===== src/rtl/bcf_pkg.sv =====
package bcf_pkg;

    localparam int SECTIONS    = 3;
    localparam int SAMPLE_BITS = 12;

    localparam int TAPS        = 5;
    localparam int TABLE_SIZE  = SECTIONS * TAPS;
    localparam int Q_BITS      = 32;
    localparam int Q_FRAC      = 24;
    localparam int IO_SHIFT    = 25 - SAMPLE_BITS;
    localparam int CA_BITS     = $clog2(TABLE_SIZE);
    localparam int SEC_BITS    = (SECTIONS > 1) ? $clog2(SECTIONS) : 1;
    localparam int V_BITS      = Q_BITS - IO_SHIFT + 1;
    localparam int DESIGN_SIZE = 15;

    typedef logic signed [Q_BITS-1:0] t_q;
    typedef t_q t_coef_tbl [TABLE_SIZE];

    // per-section delay line: x[n-1], x[n-2], y[n-1], y[n-2]
    typedef struct packed {
        t_q x1;
        t_q x2;
        t_q y1;
        t_q y2;
    } t_row;

    typedef struct packed {
        logic vld;
        logic first;
        logic sub;
    } t_mac_ctl;

    typedef enum logic [2:0] {
        TAP_B0,
        TAP_B1,
        TAP_B2,
        TAP_A1,
        TAP_A2
    } t_tap;

    typedef enum logic [1:0] {
        ST_IDLE,
        ST_RUN,
        ST_OUT
    } t_state;

    localparam t_q Q_ONE = t_q'(1) <<< Q_FRAC;

    localparam t_q DESIGN_TABLE [DESIGN_SIZE] = '{
        32'sd47, 32'sd94, 32'sd47, -32'sd32751155, 32'sd16305830,
        32'sd16777216, 32'sd0, -32'sd16777216, -32'sd32899393, 32'sd16519582,
        32'sd16777216, -32'sd33554432, 32'sd16777216, -32'sd33056371, 32'sd16560225
    };

    // sections past the designed ones pass the signal through
    function automatic t_coef_tbl init_coefs();
        t_coef_tbl tbl;
        int        t;
        t = 0;
        for (int i = 0; i < TABLE_SIZE; i++) begin
            if (i < DESIGN_SIZE) begin
                tbl[i] = DESIGN_TABLE[i];
            end else begin
                tbl[i] = (t == 0) ? Q_ONE : '0;
            end
            t = (t == TAPS - 1) ? 0 : t + 1;
        end
        return tbl;
    endfunction

    localparam t_coef_tbl COEF_INIT = init_coefs();

    // offset binary sample to q8.24
    function automatic t_q to_q(input logic [SAMPLE_BITS-1:0] s);
        logic signed [SAMPLE_BITS-1:0] c;
        c = {~s[SAMPLE_BITS-1], s[SAMPLE_BITS-2:0]};
        return t_q'(c) <<< IO_SHIFT;
    endfunction

    // q8.24 back to offset binary, floor shift then clamp
    function automatic logic [SAMPLE_BITS-1:0] to_dac(input t_q y);
        logic [V_BITS-1:0] v;
        logic [SAMPLE_BITS-1:0] r;
        v = {y[Q_BITS-1], y[Q_BITS-1:IO_SHIFT]} + V_BITS'(1 << (SAMPLE_BITS - 1));
        if (v[V_BITS-1]) begin
            r = '0;
        end else if (|v[V_BITS-2:SAMPLE_BITS]) begin
            r = '1;
        end else begin
            r = v[SAMPLE_BITS-1:0];
        end
        return r;
    endfunction

endpackage


===== src/rtl/biquad_cascade_filter.sv =====
// a sample beat gives its result once it has passed through every section in turn
// no new sample is accepted (o_in_stall) until that result is handed on; all sections
//   share the one multiply-accumulate and the coefficient memory read port
// a coefficient beat writes the coefficient memory and gives no result
// reset (synchronous, active low) restores the design coefficients and clears
//   all delay state through per-entry valid bits, with no clearing pass
module biquad_cascade_filter (
    input  logic        i_clk,
    input  logic        i_rst_n,
    input  logic        i_in_valid,
    output logic        o_in_stall,
    input  logic        i_mode,
    input  logic [11:0] i_adc_sample,
    input  logic [3:0]  i_coef_index,
    input  logic signed [31:0] i_coef_value,
    output logic        o_out_valid,
    input  logic        i_out_stall,
    output logic [11:0] o_out_sample
);
    import bcf_pkg::*;

    localparam int CYC_BITS = 3;
    localparam logic [CYC_BITS-1:0] CYC_LAST = '1;

    t_state                r_state, n_state;
    logic [SEC_BITS-1:0]   r_sec, n_sec;
    logic [CYC_BITS-1:0]   r_cyc, n_cyc;
    t_q                    r_x, n_x;
    logic                  r_s1_vld, n_s1_vld;
    t_tap                  r_s1_tap, n_s1_tap;
    logic                  r_out_vld, n_out_vld;
    logic [SAMPLE_BITS-1:0] r_dac, n_dac;

    logic                  in_acc;
    logic                  out_free;
    logic                  issue;
    logic                  coef_wr;
    logic [CA_BITS-1:0]    coef_rd_addr;
    t_q                    coef_rd_data;
    logic                  row_rd;
    logic                  row_wr;
    t_row                  row_rd_data;
    t_row                  row_wr_data;
    t_mac_ctl              mac_ctl;
    t_q                    operand;
    t_q                    acc;

    assign o_in_stall   = (r_state != ST_IDLE);
    assign in_acc       = i_in_valid && !o_in_stall;
    assign out_free     = !r_out_vld || !i_out_stall;
    assign coef_wr      = in_acc && i_mode &&
                          (32'(i_coef_index) < 32'(TABLE_SIZE));
    assign o_out_valid  = r_out_vld;
    assign o_out_sample = r_dac;

    bcf_coef_mem u_coef_mem (
        .i_clk     (i_clk),
        .i_rst_n   (i_rst_n),
        .i_wr_en   (coef_wr),
        .i_wr_addr (CA_BITS'(i_coef_index)),
        .i_wr_data (i_coef_value),
        .i_rd_en   (issue),
        .i_rd_addr (coef_rd_addr),
        .o_rd_data (coef_rd_data)
    );

    bcf_state_mem u_state_mem (
        .i_clk     (i_clk),
        .i_rst_n   (i_rst_n),
        .i_wr_en   (row_wr),
        .i_wr_addr (r_sec),
        .i_wr_data (row_wr_data),
        .i_rd_en   (row_rd),
        .i_rd_addr (r_sec),
        .o_rd_data (row_rd_data)
    );

    bcf_mac u_mac (
        .i_clk     (i_clk),
        .i_rst_n   (i_rst_n),
        .i_ctl     (mac_ctl),
        .i_coef    (coef_rd_data),
        .i_operand (operand),
        .o_acc     (acc)
    );

    // operand of the tap whose coefficient arrives this cycle
    always_comb begin
        case (r_s1_tap)
            TAP_B0:  operand = r_x;
            TAP_B1:  operand = row_rd_data.x1;
            TAP_B2:  operand = row_rd_data.x2;
            TAP_A1:  operand = row_rd_data.y1;
            TAP_A2:  operand = row_rd_data.y2;
            default: operand = r_x;
        endcase
        mac_ctl.vld   = r_s1_vld;
        mac_ctl.first = (r_s1_tap == TAP_B0);
        mac_ctl.sub   = (r_s1_tap == TAP_A1) || (r_s1_tap == TAP_A2);
    end

    always_ff @(posedge i_clk) begin
        if (!i_rst_n) begin
            r_state   <= ST_IDLE;
            r_sec     <= '0;
            r_cyc     <= '0;
            r_s1_vld  <= 1'b0;
            r_s1_tap  <= TAP_B0;
            r_out_vld <= 1'b0;
        end else begin
            r_state   <= n_state;
            r_sec     <= n_sec;
            r_cyc     <= n_cyc;
            r_s1_vld  <= n_s1_vld;
            r_s1_tap  <= n_s1_tap;
            r_out_vld <= n_out_vld;
        end
    end

    always_ff @(posedge i_clk) begin
        r_x   <= n_x;
        r_dac <= n_dac;
    end

    // per section: taps issue at r_cyc 0..4, the accumulator settles by r_cyc 7,
    // and r_cyc 7 writes the delay row back and hands y to the next section
    always_comb begin
        n_state      = r_state;
        n_sec        = r_sec;
        n_cyc        = r_cyc;
        n_x          = r_x;
        n_dac        = r_dac;
        n_out_vld    = out_free ? 1'b0 : r_out_vld;
        issue        = 1'b0;
        row_rd       = 1'b0;
        row_wr       = 1'b0;
        coef_rd_addr = CA_BITS'(r_sec) * CA_BITS'(TAPS) + CA_BITS'(r_cyc);
        row_wr_data  = '{x1: r_x, x2: row_rd_data.x1, y1: acc, y2: row_rd_data.y1};
        n_s1_vld     = 1'b0;
        n_s1_tap     = t_tap'(r_cyc);
        case (r_state)
            ST_IDLE: begin
                if (in_acc && !i_mode) begin
                    n_x     = to_q(i_adc_sample);
                    n_sec   = '0;
                    n_cyc   = '0;
                    n_state = ST_RUN;
                end
            end
            ST_RUN: begin
                issue    = (r_cyc < CYC_BITS'(TAPS));
                row_rd   = (r_cyc == '0);
                n_s1_vld = issue;
                n_cyc    = r_cyc + 1'b1;
                if (r_cyc == CYC_LAST) begin
                    row_wr = 1'b1;
                    n_x    = acc;
                    if (r_sec == SEC_BITS'(SECTIONS - 1)) begin
                        n_state = ST_OUT;
                    end else begin
                        n_sec = r_sec + 1'b1;
                    end
                end
            end
            ST_OUT: begin
                if (out_free) begin
                    n_dac     = to_dac(r_x);
                    n_out_vld = 1'b1;
                    n_state   = ST_IDLE;
                end
            end
            default: begin
                n_state = ST_IDLE;
            end
        endcase
    end

    a_start: assert property (@(posedge i_clk) disable iff (!i_rst_n)
        (in_acc && !i_mode) |=> (r_state == ST_RUN && r_sec == '0 && r_cyc == '0))
        else $error("sample beat did not start the section sweep");

    a_mac_run: assert property (@(posedge i_clk) disable iff (!i_rst_n)
        r_s1_vld |-> (r_state == ST_RUN && r_cyc <= CYC_BITS'(TAPS)))
        else $error("multiply issued outside a section pass");

    a_out_src: assert property (@(posedge i_clk) disable iff (!i_rst_n)
        $rose(o_out_valid) |-> ($past(r_state) == ST_OUT && r_state == ST_IDLE))
        else $error("result beat raised without finishing the cascade");

    a_sec_range: assert property (@(posedge i_clk) disable iff (!i_rst_n)
        (r_state == ST_RUN) |-> (r_sec <= SEC_BITS'(SECTIONS - 1)))
        else $error("section counter out of range");

endmodule


===== src/rtl/bcf_coef_mem.sv =====
module bcf_coef_mem (
    input  logic                  i_clk,
    input  logic                  i_rst_n,
    input  logic                  i_wr_en,
    input  logic [bcf_pkg::CA_BITS-1:0] i_wr_addr,
    input  bcf_pkg::t_q           i_wr_data,
    input  logic                  i_rd_en,
    input  logic [bcf_pkg::CA_BITS-1:0] i_rd_addr,
    output bcf_pkg::t_q           o_rd_data
);
    import bcf_pkg::*;

    t_q                    r_mem [TABLE_SIZE];
    logic [TABLE_SIZE-1:0] r_vld;
    t_q                    r_rd_data;

    // entries never written read as the design coefficients
    always_ff @(posedge i_clk) begin
        if (!i_rst_n) begin
            r_vld <= '0;
        end else if (i_wr_en) begin
            r_vld[i_wr_addr] <= 1'b1;
        end
    end

    always_ff @(posedge i_clk) begin
        if (i_wr_en) begin
            r_mem[i_wr_addr] <= i_wr_data;
        end
        if (i_rd_en) begin
            r_rd_data <= r_vld[i_rd_addr] ? r_mem[i_rd_addr] : COEF_INIT[i_rd_addr];
        end
    end

    assign o_rd_data = r_rd_data;

endmodule


===== src/rtl/bcf_state_mem.sv =====
module bcf_state_mem (
    input  logic                  i_clk,
    input  logic                  i_rst_n,
    input  logic                  i_wr_en,
    input  logic [bcf_pkg::SEC_BITS-1:0] i_wr_addr,
    input  bcf_pkg::t_row         i_wr_data,
    input  logic                  i_rd_en,
    input  logic [bcf_pkg::SEC_BITS-1:0] i_rd_addr,
    output bcf_pkg::t_row         o_rd_data
);
    import bcf_pkg::*;

    t_row                r_mem [SECTIONS];
    logic [SECTIONS-1:0] r_vld;
    t_row                r_rd_data;

    // a row not yet written back reads as cleared delays
    always_ff @(posedge i_clk) begin
        if (!i_rst_n) begin
            r_vld <= '0;
        end else if (i_wr_en) begin
            r_vld[i_wr_addr] <= 1'b1;
        end
    end

    always_ff @(posedge i_clk) begin
        if (i_wr_en) begin
            r_mem[i_wr_addr] <= i_wr_data;
        end
        if (i_rd_en) begin
            r_rd_data <= r_vld[i_rd_addr] ? r_mem[i_rd_addr] : '0;
        end
    end

    assign o_rd_data = r_rd_data;

endmodule


===== src/rtl/bcf_mac.sv =====
module bcf_mac (
    input  logic              i_clk,
    input  logic              i_rst_n,
    input  bcf_pkg::t_mac_ctl i_ctl,
    input  bcf_pkg::t_q       i_coef,
    input  bcf_pkg::t_q       i_operand,
    output bcf_pkg::t_q       o_acc
);
    import bcf_pkg::*;

    logic signed [2*Q_BITS-1:0] r_prod;
    t_mac_ctl                   r_ctl;
    t_q                         r_acc;
    t_q                         n_acc;
    t_q                         p;

    always_ff @(posedge i_clk) begin
        if (!i_rst_n) begin
            r_ctl <= '0;
        end else begin
            r_ctl <= i_ctl;
        end
    end

    always_ff @(posedge i_clk) begin
        r_prod <= (2*Q_BITS)'(i_coef) * (2*Q_BITS)'(i_operand);
        if (r_ctl.vld) begin
            r_acc <= n_acc;
        end
    end

    // product rescaled to q8.24, sums wrap at 32 bits
    always_comb begin
        p     = t_q'(r_prod[Q_FRAC+Q_BITS-1:Q_FRAC]);
        n_acc = (r_ctl.first ? t_q'(0) : r_acc) + (r_ctl.sub ? -p : p);
    end

    assign o_acc = r_acc;

endmodule

===== config.mk =====
export PLATFORM = sky130hd
export DESIGN_NAME = biquad_cascade_filter
export DESIGN_NICKNAME = d
export VERILOG_FILES = /design/src/rtl/bcf_pkg.sv /design/src/rtl/biquad_cascade_filter.sv /design/src/rtl/bcf_coef_mem.sv /design/src/rtl/bcf_state_mem.sv /design/src/rtl/bcf_mac.sv
export SDC_FILE = /design/constraint.sdc
export NUM_CORES = 2
export LEC_CHECK = 0
export BUFFER_PORTS_ARGS = -buffer_cell sky130_fd_sc_hd__buf_4
export CORE_MARGIN = 1.5
export CORE_UTILIZATION = 25
export DETAILED_ROUTE_END_ITERATION = 8
export PLACE_DENSITY = 0.35
export SYNTH_ARGS = -nofsm -noshare
export SYNTH_HDL_FRONTEND = slang
export SYNTH_HIERARCHICAL = 1
export SYNTH_SLANG_ARGS = --single-unit

===== constraint.sdc =====
create_clock -name i_clk -period 14.2 [get_ports i_clk]
set_clock_uncertainty 0.15 [all_clocks]
set_input_delay 2.84 -clock i_clk [delete_from_list [all_inputs] [get_ports i_clk]]
set_output_delay 2.84 -clock i_clk [all_outputs]
set_load 0.03 [all_outputs]

# Word level (Yosys, flattened, before mapping)
# Memories as Yosys holds them, arrays and structs flattened. A register that Yosys moved wholly into a read port is not among the register bits.
# Cells that the tools add are included.
# totals
regBits,197
mem_bits_rw,864
rom_bits,512
in_bits,53
output_inout_bits,14
word_cells,116
mem_count,3
# mem_list
name,words,width,rd,rd_clocked_by_memory_dff,write_ports,line,text
(no name shown),16,32,1,0,0,bcf_coef_mem.sv:31,r_rd_data <= r_vld[i_rd_addr] ? r_mem[i_rd_addr] : COEF_INIT[i_rd_addr];
u_coef_mem.r_mem,15,32,1,0,1,bcf_coef_mem.sv:13,t_q r_mem [TABLE_SIZE];
u_state_mem.r_mem,3,128,1,1,1,bcf_state_mem.sv:13,t_row r_mem [SECTIONS];
# op_classes
n_addsub,6
mul,2
order_cmp,8
n_eq_ne,13
mux,40
bitwise_logic,4
reduce_logical,24
# ops
cell,n
two-way mux 32 bit,7
one-hot mux 32 bit (4 select lines),1
one-hot mux 32 bit (2 select lines),1
multiplier 32 x 32 -> 56 bit,1
adder 32 bit,1
negator 32 bit,1
"adder 19 x 13 -> 20 bit, second input constant",1
two-way mux 1 bit,15
OR 15 bit,1
two-way mux 2 bit,7
two-way mux 12 bit,1
"< comparator 4 x 5 -> 1 bit, second input constant",2
"inequality test 2 bit, second input constant",5
AND reduction 4 bit,2
OR reduction 7 bit,1
"equality test 3 x 2 -> 1 bit, second input constant",2
"equality test 3 bit, second input constant",2
logical AND 1 bit,6
zero test 3 bit,2
one-hot mux 2 bit (3 select lines),1
one-hot mux 3 bit (2 select lines),1
"greater-or-equal comparator 5 bit, second input constant",1
zero test 1 bit,5
inverter 4 -> 5 bit,1
25 further kinds,29

# Depth between registers and ports, before layout
# depth
depth_word,7
ltp_mapped,33
ltp_nobuf,29

# Modules after synthesis
# Netlist, hierarchy kept.
# by_module_without_submodules
mod,n_inst,cells_per_inst,area_each_um2,seq_area_each_um2
bcf_mac,1,3936,36722.7,1661.6
bcf_coef_mem,1,1018,20320.7,15675.0
bcf_state_mem,1,952,19507.5,15434.8
biquad_cascade_filter,1,356,3927.5,1561.5

# Worst setup path after synthesis
# OpenSTA, ideal clock, no wires.
# synth_path
kind,reg2reg
startpoint,register r_state[0]
endpoint,memory u_state_mem/r_mem[0][0] (netlist bit) (enable)
setup_time_ps,801
arrival_time_ps,10379
required_time_ps,13249
setup_slack_ps,2870
stages_incl_launch_ff,6
path_buffers,2
synth_period_minus_slack_ps,11330
path_cell_list,dfxtp_1 -> nor2b_1 -> buf_2 -> clkbuf_1 -> and2_1 -> nor3b_1
# synth_via
elab_chain_cells,4
# synth_rtl
item,line,text
"start, declared",biquad_cascade_filter.sv:25,"t_state r_state, n_state;"
"start signal, assigned",biquad_cascade_filter.sv:111,r_state <= n_state;
equality test 2 x 1 -> 1 bit,biquad_cascade_filter.sv:141,case (r_state)
two-way mux 1 bit,biquad_cascade_filter.sv:141,
net row_wr,biquad_cascade_filter.sv:41,logic row_wr;
two-way mux 1 bit,bcf_state_mem.sv:27,if (i_wr_en) begin
two-way mux 1 bit (not written as such),bcf_state_mem.sv:28,r_mem[i_wr_addr] <= i_wr_data;
"end, declared",bcf_state_mem.sv:13,
# The timed path passes the listed nets, and every way through them passes these cells.

# Worst setup path in the final report
# layout_path
startpoint,register r_s1_tap[1]
endpoint,register u_mac.r_prod[46]
# layout_via
elab_chain_cells,3
elab_cells_between_ends,6
cone_classes,1 x mul; 4 x eq/ne; 1 x mux
# layout_rtl
item,line,text
"start, declared",biquad_cascade_filter.sv:30,"t_tap r_s1_tap, n_s1_tap;"
"start signal, assigned",biquad_cascade_filter.sv:115,r_s1_tap <= n_s1_tap;
"equality test 3 bit, or another cell as far along",biquad_cascade_filter.sv:89,case (r_s1_tap)
one-hot mux 32 bit (4 select lines) (*),biquad_cascade_filter.sv:89,
net operand[8],biquad_cascade_filter.sv:45,t_q operand;
multiplier 32 x 32 -> 56 bit (*),bcf_mac.sv:26,r_prod <= (2*Q_BITS)'(i_coef) * (2*Q_BITS)'(i_operand);
"end signal, assigned",bcf_mac.sv:26,
"end, declared",bcf_mac.sv:11,logic signed [2*Q_BITS-1:0] r_prod;
# Mark *: on every way through the listed nets, which the timed path passes. The rest lies on a longest branch.
# A chain may end at the register's enable or synchronous reset.

==> results.sh <==
export IMPL_grtUsageMet2_pct=27.18
export IMPL_rsz0062_at_grt="false"
export IMPL_r2r_start="r_s1_tap[1]"
export IMPL_io_buffers=66
export IMPL_wl_per_cell_um=24.15
export IMPL_dieArea_um2=325300
export IMPL_start_util_pct=25.10
export IMPL_hold_class="register to register"
export IMPL_yosys_warnings=6
export IMPL_worstSetupStartpointType="register"
export IMPL_min_from="r_s1_vld"
export IMPL_hpwl_mm=170.8
export IMPL_crit_required_ns=14.73
export IMPL_worst_path_buf_inv=11
export IMPL_critPathTopFamily="adder cells"
export IMPL_wirelength_mm=258.7
export IMPL_slew_violations=0
export IMPL_setup_violations=0
export IMPL_syn_num_nets=7520
export IMPL_path_max_fanout=29
export IMPL_fin_crit_sh_pct=72.23
export IMPL_cts_tree="built"
export IMPL_cts_resized_gates=0
export IMPL_top_level_ports=67
export IMPL_seq_area_um2=34350
export IMPL_crit_start="r_s1_tap[1]"
export IMPL_use_met1_pct=22.34
export IMPL_htree_num_levels=4
export IMPL_crit_type="register to register"
export IMPL_place_area_um2=86430
export IMPL_synth_area_leaders="edfxtp_1 41%, fa_1 24%, inv_1 4.3%"
export IMPL_ys_types=87
export IMPL_grt_pass1_vias=52840
export IMPL_fin_tns_setup_ns=0
export IMPL_yosysSeqAreaShare_pct=42.66
export IMPL_syn2layout_area_growth_pct=12.89
export IMPL_synthCells=6262
export IMPL_netlist_area_um2=80480
export IMPL_finalInstanceArea_um2=90860
export IMPL_drtPass1Iterations=5
export IMPL_gr_usage_met3_pct=1.804
export IMPL_crit_top_cell="fa_1"
export IMPL_synth_top_family_by_area="adder cells"
export IMPL_rows=208
export IMPL_maxCapViolCount=0
export IMPL_slew_limit_headroom_pct=20.97
export IMPL_synth_edf_count=1100
export IMPL_yosys_area_share_adder_pct=27.91
export IMPL_grt_pass1_wl_mm=381.3
export IMPL_cp_arrival_ns=10.78
export IMPL_fp_dieW_um=570.4
export IMPL_yosys_area_share_simple_pct=9.446
export IMPL_grt_antenna_before_repair=24
export IMPL_clock_sinks=1165
export IMPL_drive_gt1_share_pct=11.24
export IMPL_cts_setup_buffers=0
export IMPL_multi_input_area_um2=41620
export IMPL_synth_top_area_share_pct=41.04
export IMPL_synth_compound_area_share_pct=4.098
export IMPL_fillers=33060
export IMPL_avgSynthCellArea_um2=12.85
export IMPL_final_antenna_net_count=0
export IMPL_grt_usage_pct=16.12
export IMPL_status="complete, no violations"
export IMPL_initialDrtViolationCount=3038
export IMPL_grt_busiest_layer="met2"
export IMPL_post_synth_top_count_cell="edfxtp_1"
export IMPL_cp_end_kind="register"
export IMPL_synthXorXnorAreaFrac_pct=1.273
export IMPL_hold_buffers=0
export IMPL_insertion_delay_ns=0.80
export IMPL_grt_overflow=0
export IMPL_synth_main_ff_cell="edfxtp_1"
export IMPL_synth_commonest_cells="1100 x edfxtp_1, 984 x fa_1, 918 x inv_1, 672 x nand2_1, 462 x and2_1"
export IMPL_critPathMaxStageDelay_ns=0.59
export IMPL_clock_path_buffers=4
export IMPL_async_flop_share_pct=0
export IMPL_vias=47360
export IMPL_hold_violations=0
export IMPL_cp_slowest_cell="buf_4"
export IMPL_root_buffer="clkbuf_16"
export IMPL_min_period_ns=10.26
export IMPL_gp_congestion=0.8061
export IMPL_worst_slew_pin_slew_ns=1.186
export IMPL_grt_start_max_net_pins=121
export IMPL_coreArea_um2=320600
export IMPL_synthMuxAreaShare_pct=8.346
export IMPL_layout_nets=7552
export IMPL_drc=0
export IMPL_die_height_um=570.4
export IMPL_viasPerCell=4.421
export IMPL_path_clk_slew_ns=0.06
export IMPL_ys_ff_latch=1165
export IMPL_max_freq_ghz=0.09750
export IMPL_tritoncts_num_buffers=146
export IMPL_yosysTopAreaCell="edfxtp_1"
flip-flops by register name (all words and copies together), names as in the netlist, named ones only:
name,count
u_state_mem/o_rd_data,128
r_sec,2
r_x,32
u_mac/o_acc,32
r_s1_vld,1
u_coef_mem/o_rd_data,32
u_state_mem/r_mem,384
r_s1_tap,3
o_out_sample,12
u_state_mem/r_vld,3
r_state,2
u_mac/r_ctl,3
u_coef_mem/r_vld,15
u_mac/r_prod,32
u_coef_mem/r_mem,480
n_s1_tap,3
worst register-to-register path, delay by kind of cell (launching register included):
kind	cells	cell delay, ns
multiplexers	1	0.31
XOR/XNOR	1	0.17
buffers and inverters	11	1.93
AND/OR/NAND/NOR	4	0.74
adder cells (fa/ha/maj)	9	4.30
AO/OA/AOI/OAI	7	2.14
flip-flops	1	0.47
stage by stage:
step	instances	hold WS [ns]	utilization (%)	worst slack, ns
2_1_floorplan	6262	0.2557	-	2.870
3_3_place_gp	10450	0.2653	26.96	3.850
3_5_place_dp	10450	0.2667	26.96	3.733
4_1_cts	10700	0.2765	28.33	3.769
5_1_grt	10700	0.2958	28.33	3.338
6_report	10710	0.2742	28.34	3.944
layer usage:
metal,up-vias,share of wire [%]
met3,209,3.5
met5,-,0.011
met2,897,48
met4,4,1.7
li1,20710,-
met1,25540,46
placed cells by master, fill, tap and decap left out, drive strengths merged, types with 114 or more instances in the layout:
| cell type | synthesis | routed |
|---|---|---|
| a21oi | 114 | 114 |
| and2 | 463 | 463 |
| buf | 81 | 213 |
| clkbuf | 248 | 192 |
| edfxtp | 1100 | 1100 |
| fa | 984 | 984 |
| ha | 221 | 221 |
| inv | 918 | 929 |
| mux2 | 128 | 128 |
| mux2i | 203 | 203 |
| mux4 | 127 | 127 |
| nand2 | 672 | 672 |
| nor2 | 233 | 233 |
final cells by class:
cell class                      instances  area share (%)
Inverter                              919           3.797
Multi-Input combinational cell       3849           45.81
Clock buffer                          192           4.293
Clock inverter                         59          0.5495
Timing Repair Buffer                  213           1.788
Antenna cell                           11         0.03030
Sequential cell                      1165           37.81
Tap cell                             4305           5.929
logic make-up (layout without fill, tap and decap cells):
group                    after synthesis  after routing
multiplexers                         458            458
buffers and inverters               1248           1383
flip-flops                          1165           1165
AND/OR/NAND/NOR                     1569           1569
adder cells (fa/ha/maj)             1205           1205
other                                  0             11
AO/OA/AOI/OAI                        500            500
XOR/XNOR                             117            117
final timing paths:
check	slack (ns)	depth (start not counted)	to
worst min-delay path	0.27	1	u_mac/r_ctl[2]
worst min register to register	0.27	1	u_mac/r_ctl[2]
worst max-delay path	3.94	33	u_mac/r_prod[46]
worst max register to register	3.94	33	u_mac/r_prod[46]
Power is left out: the tool's default activity adds up to more than one toggle a clock period on the data nets, which glitch-free logic cannot reach.
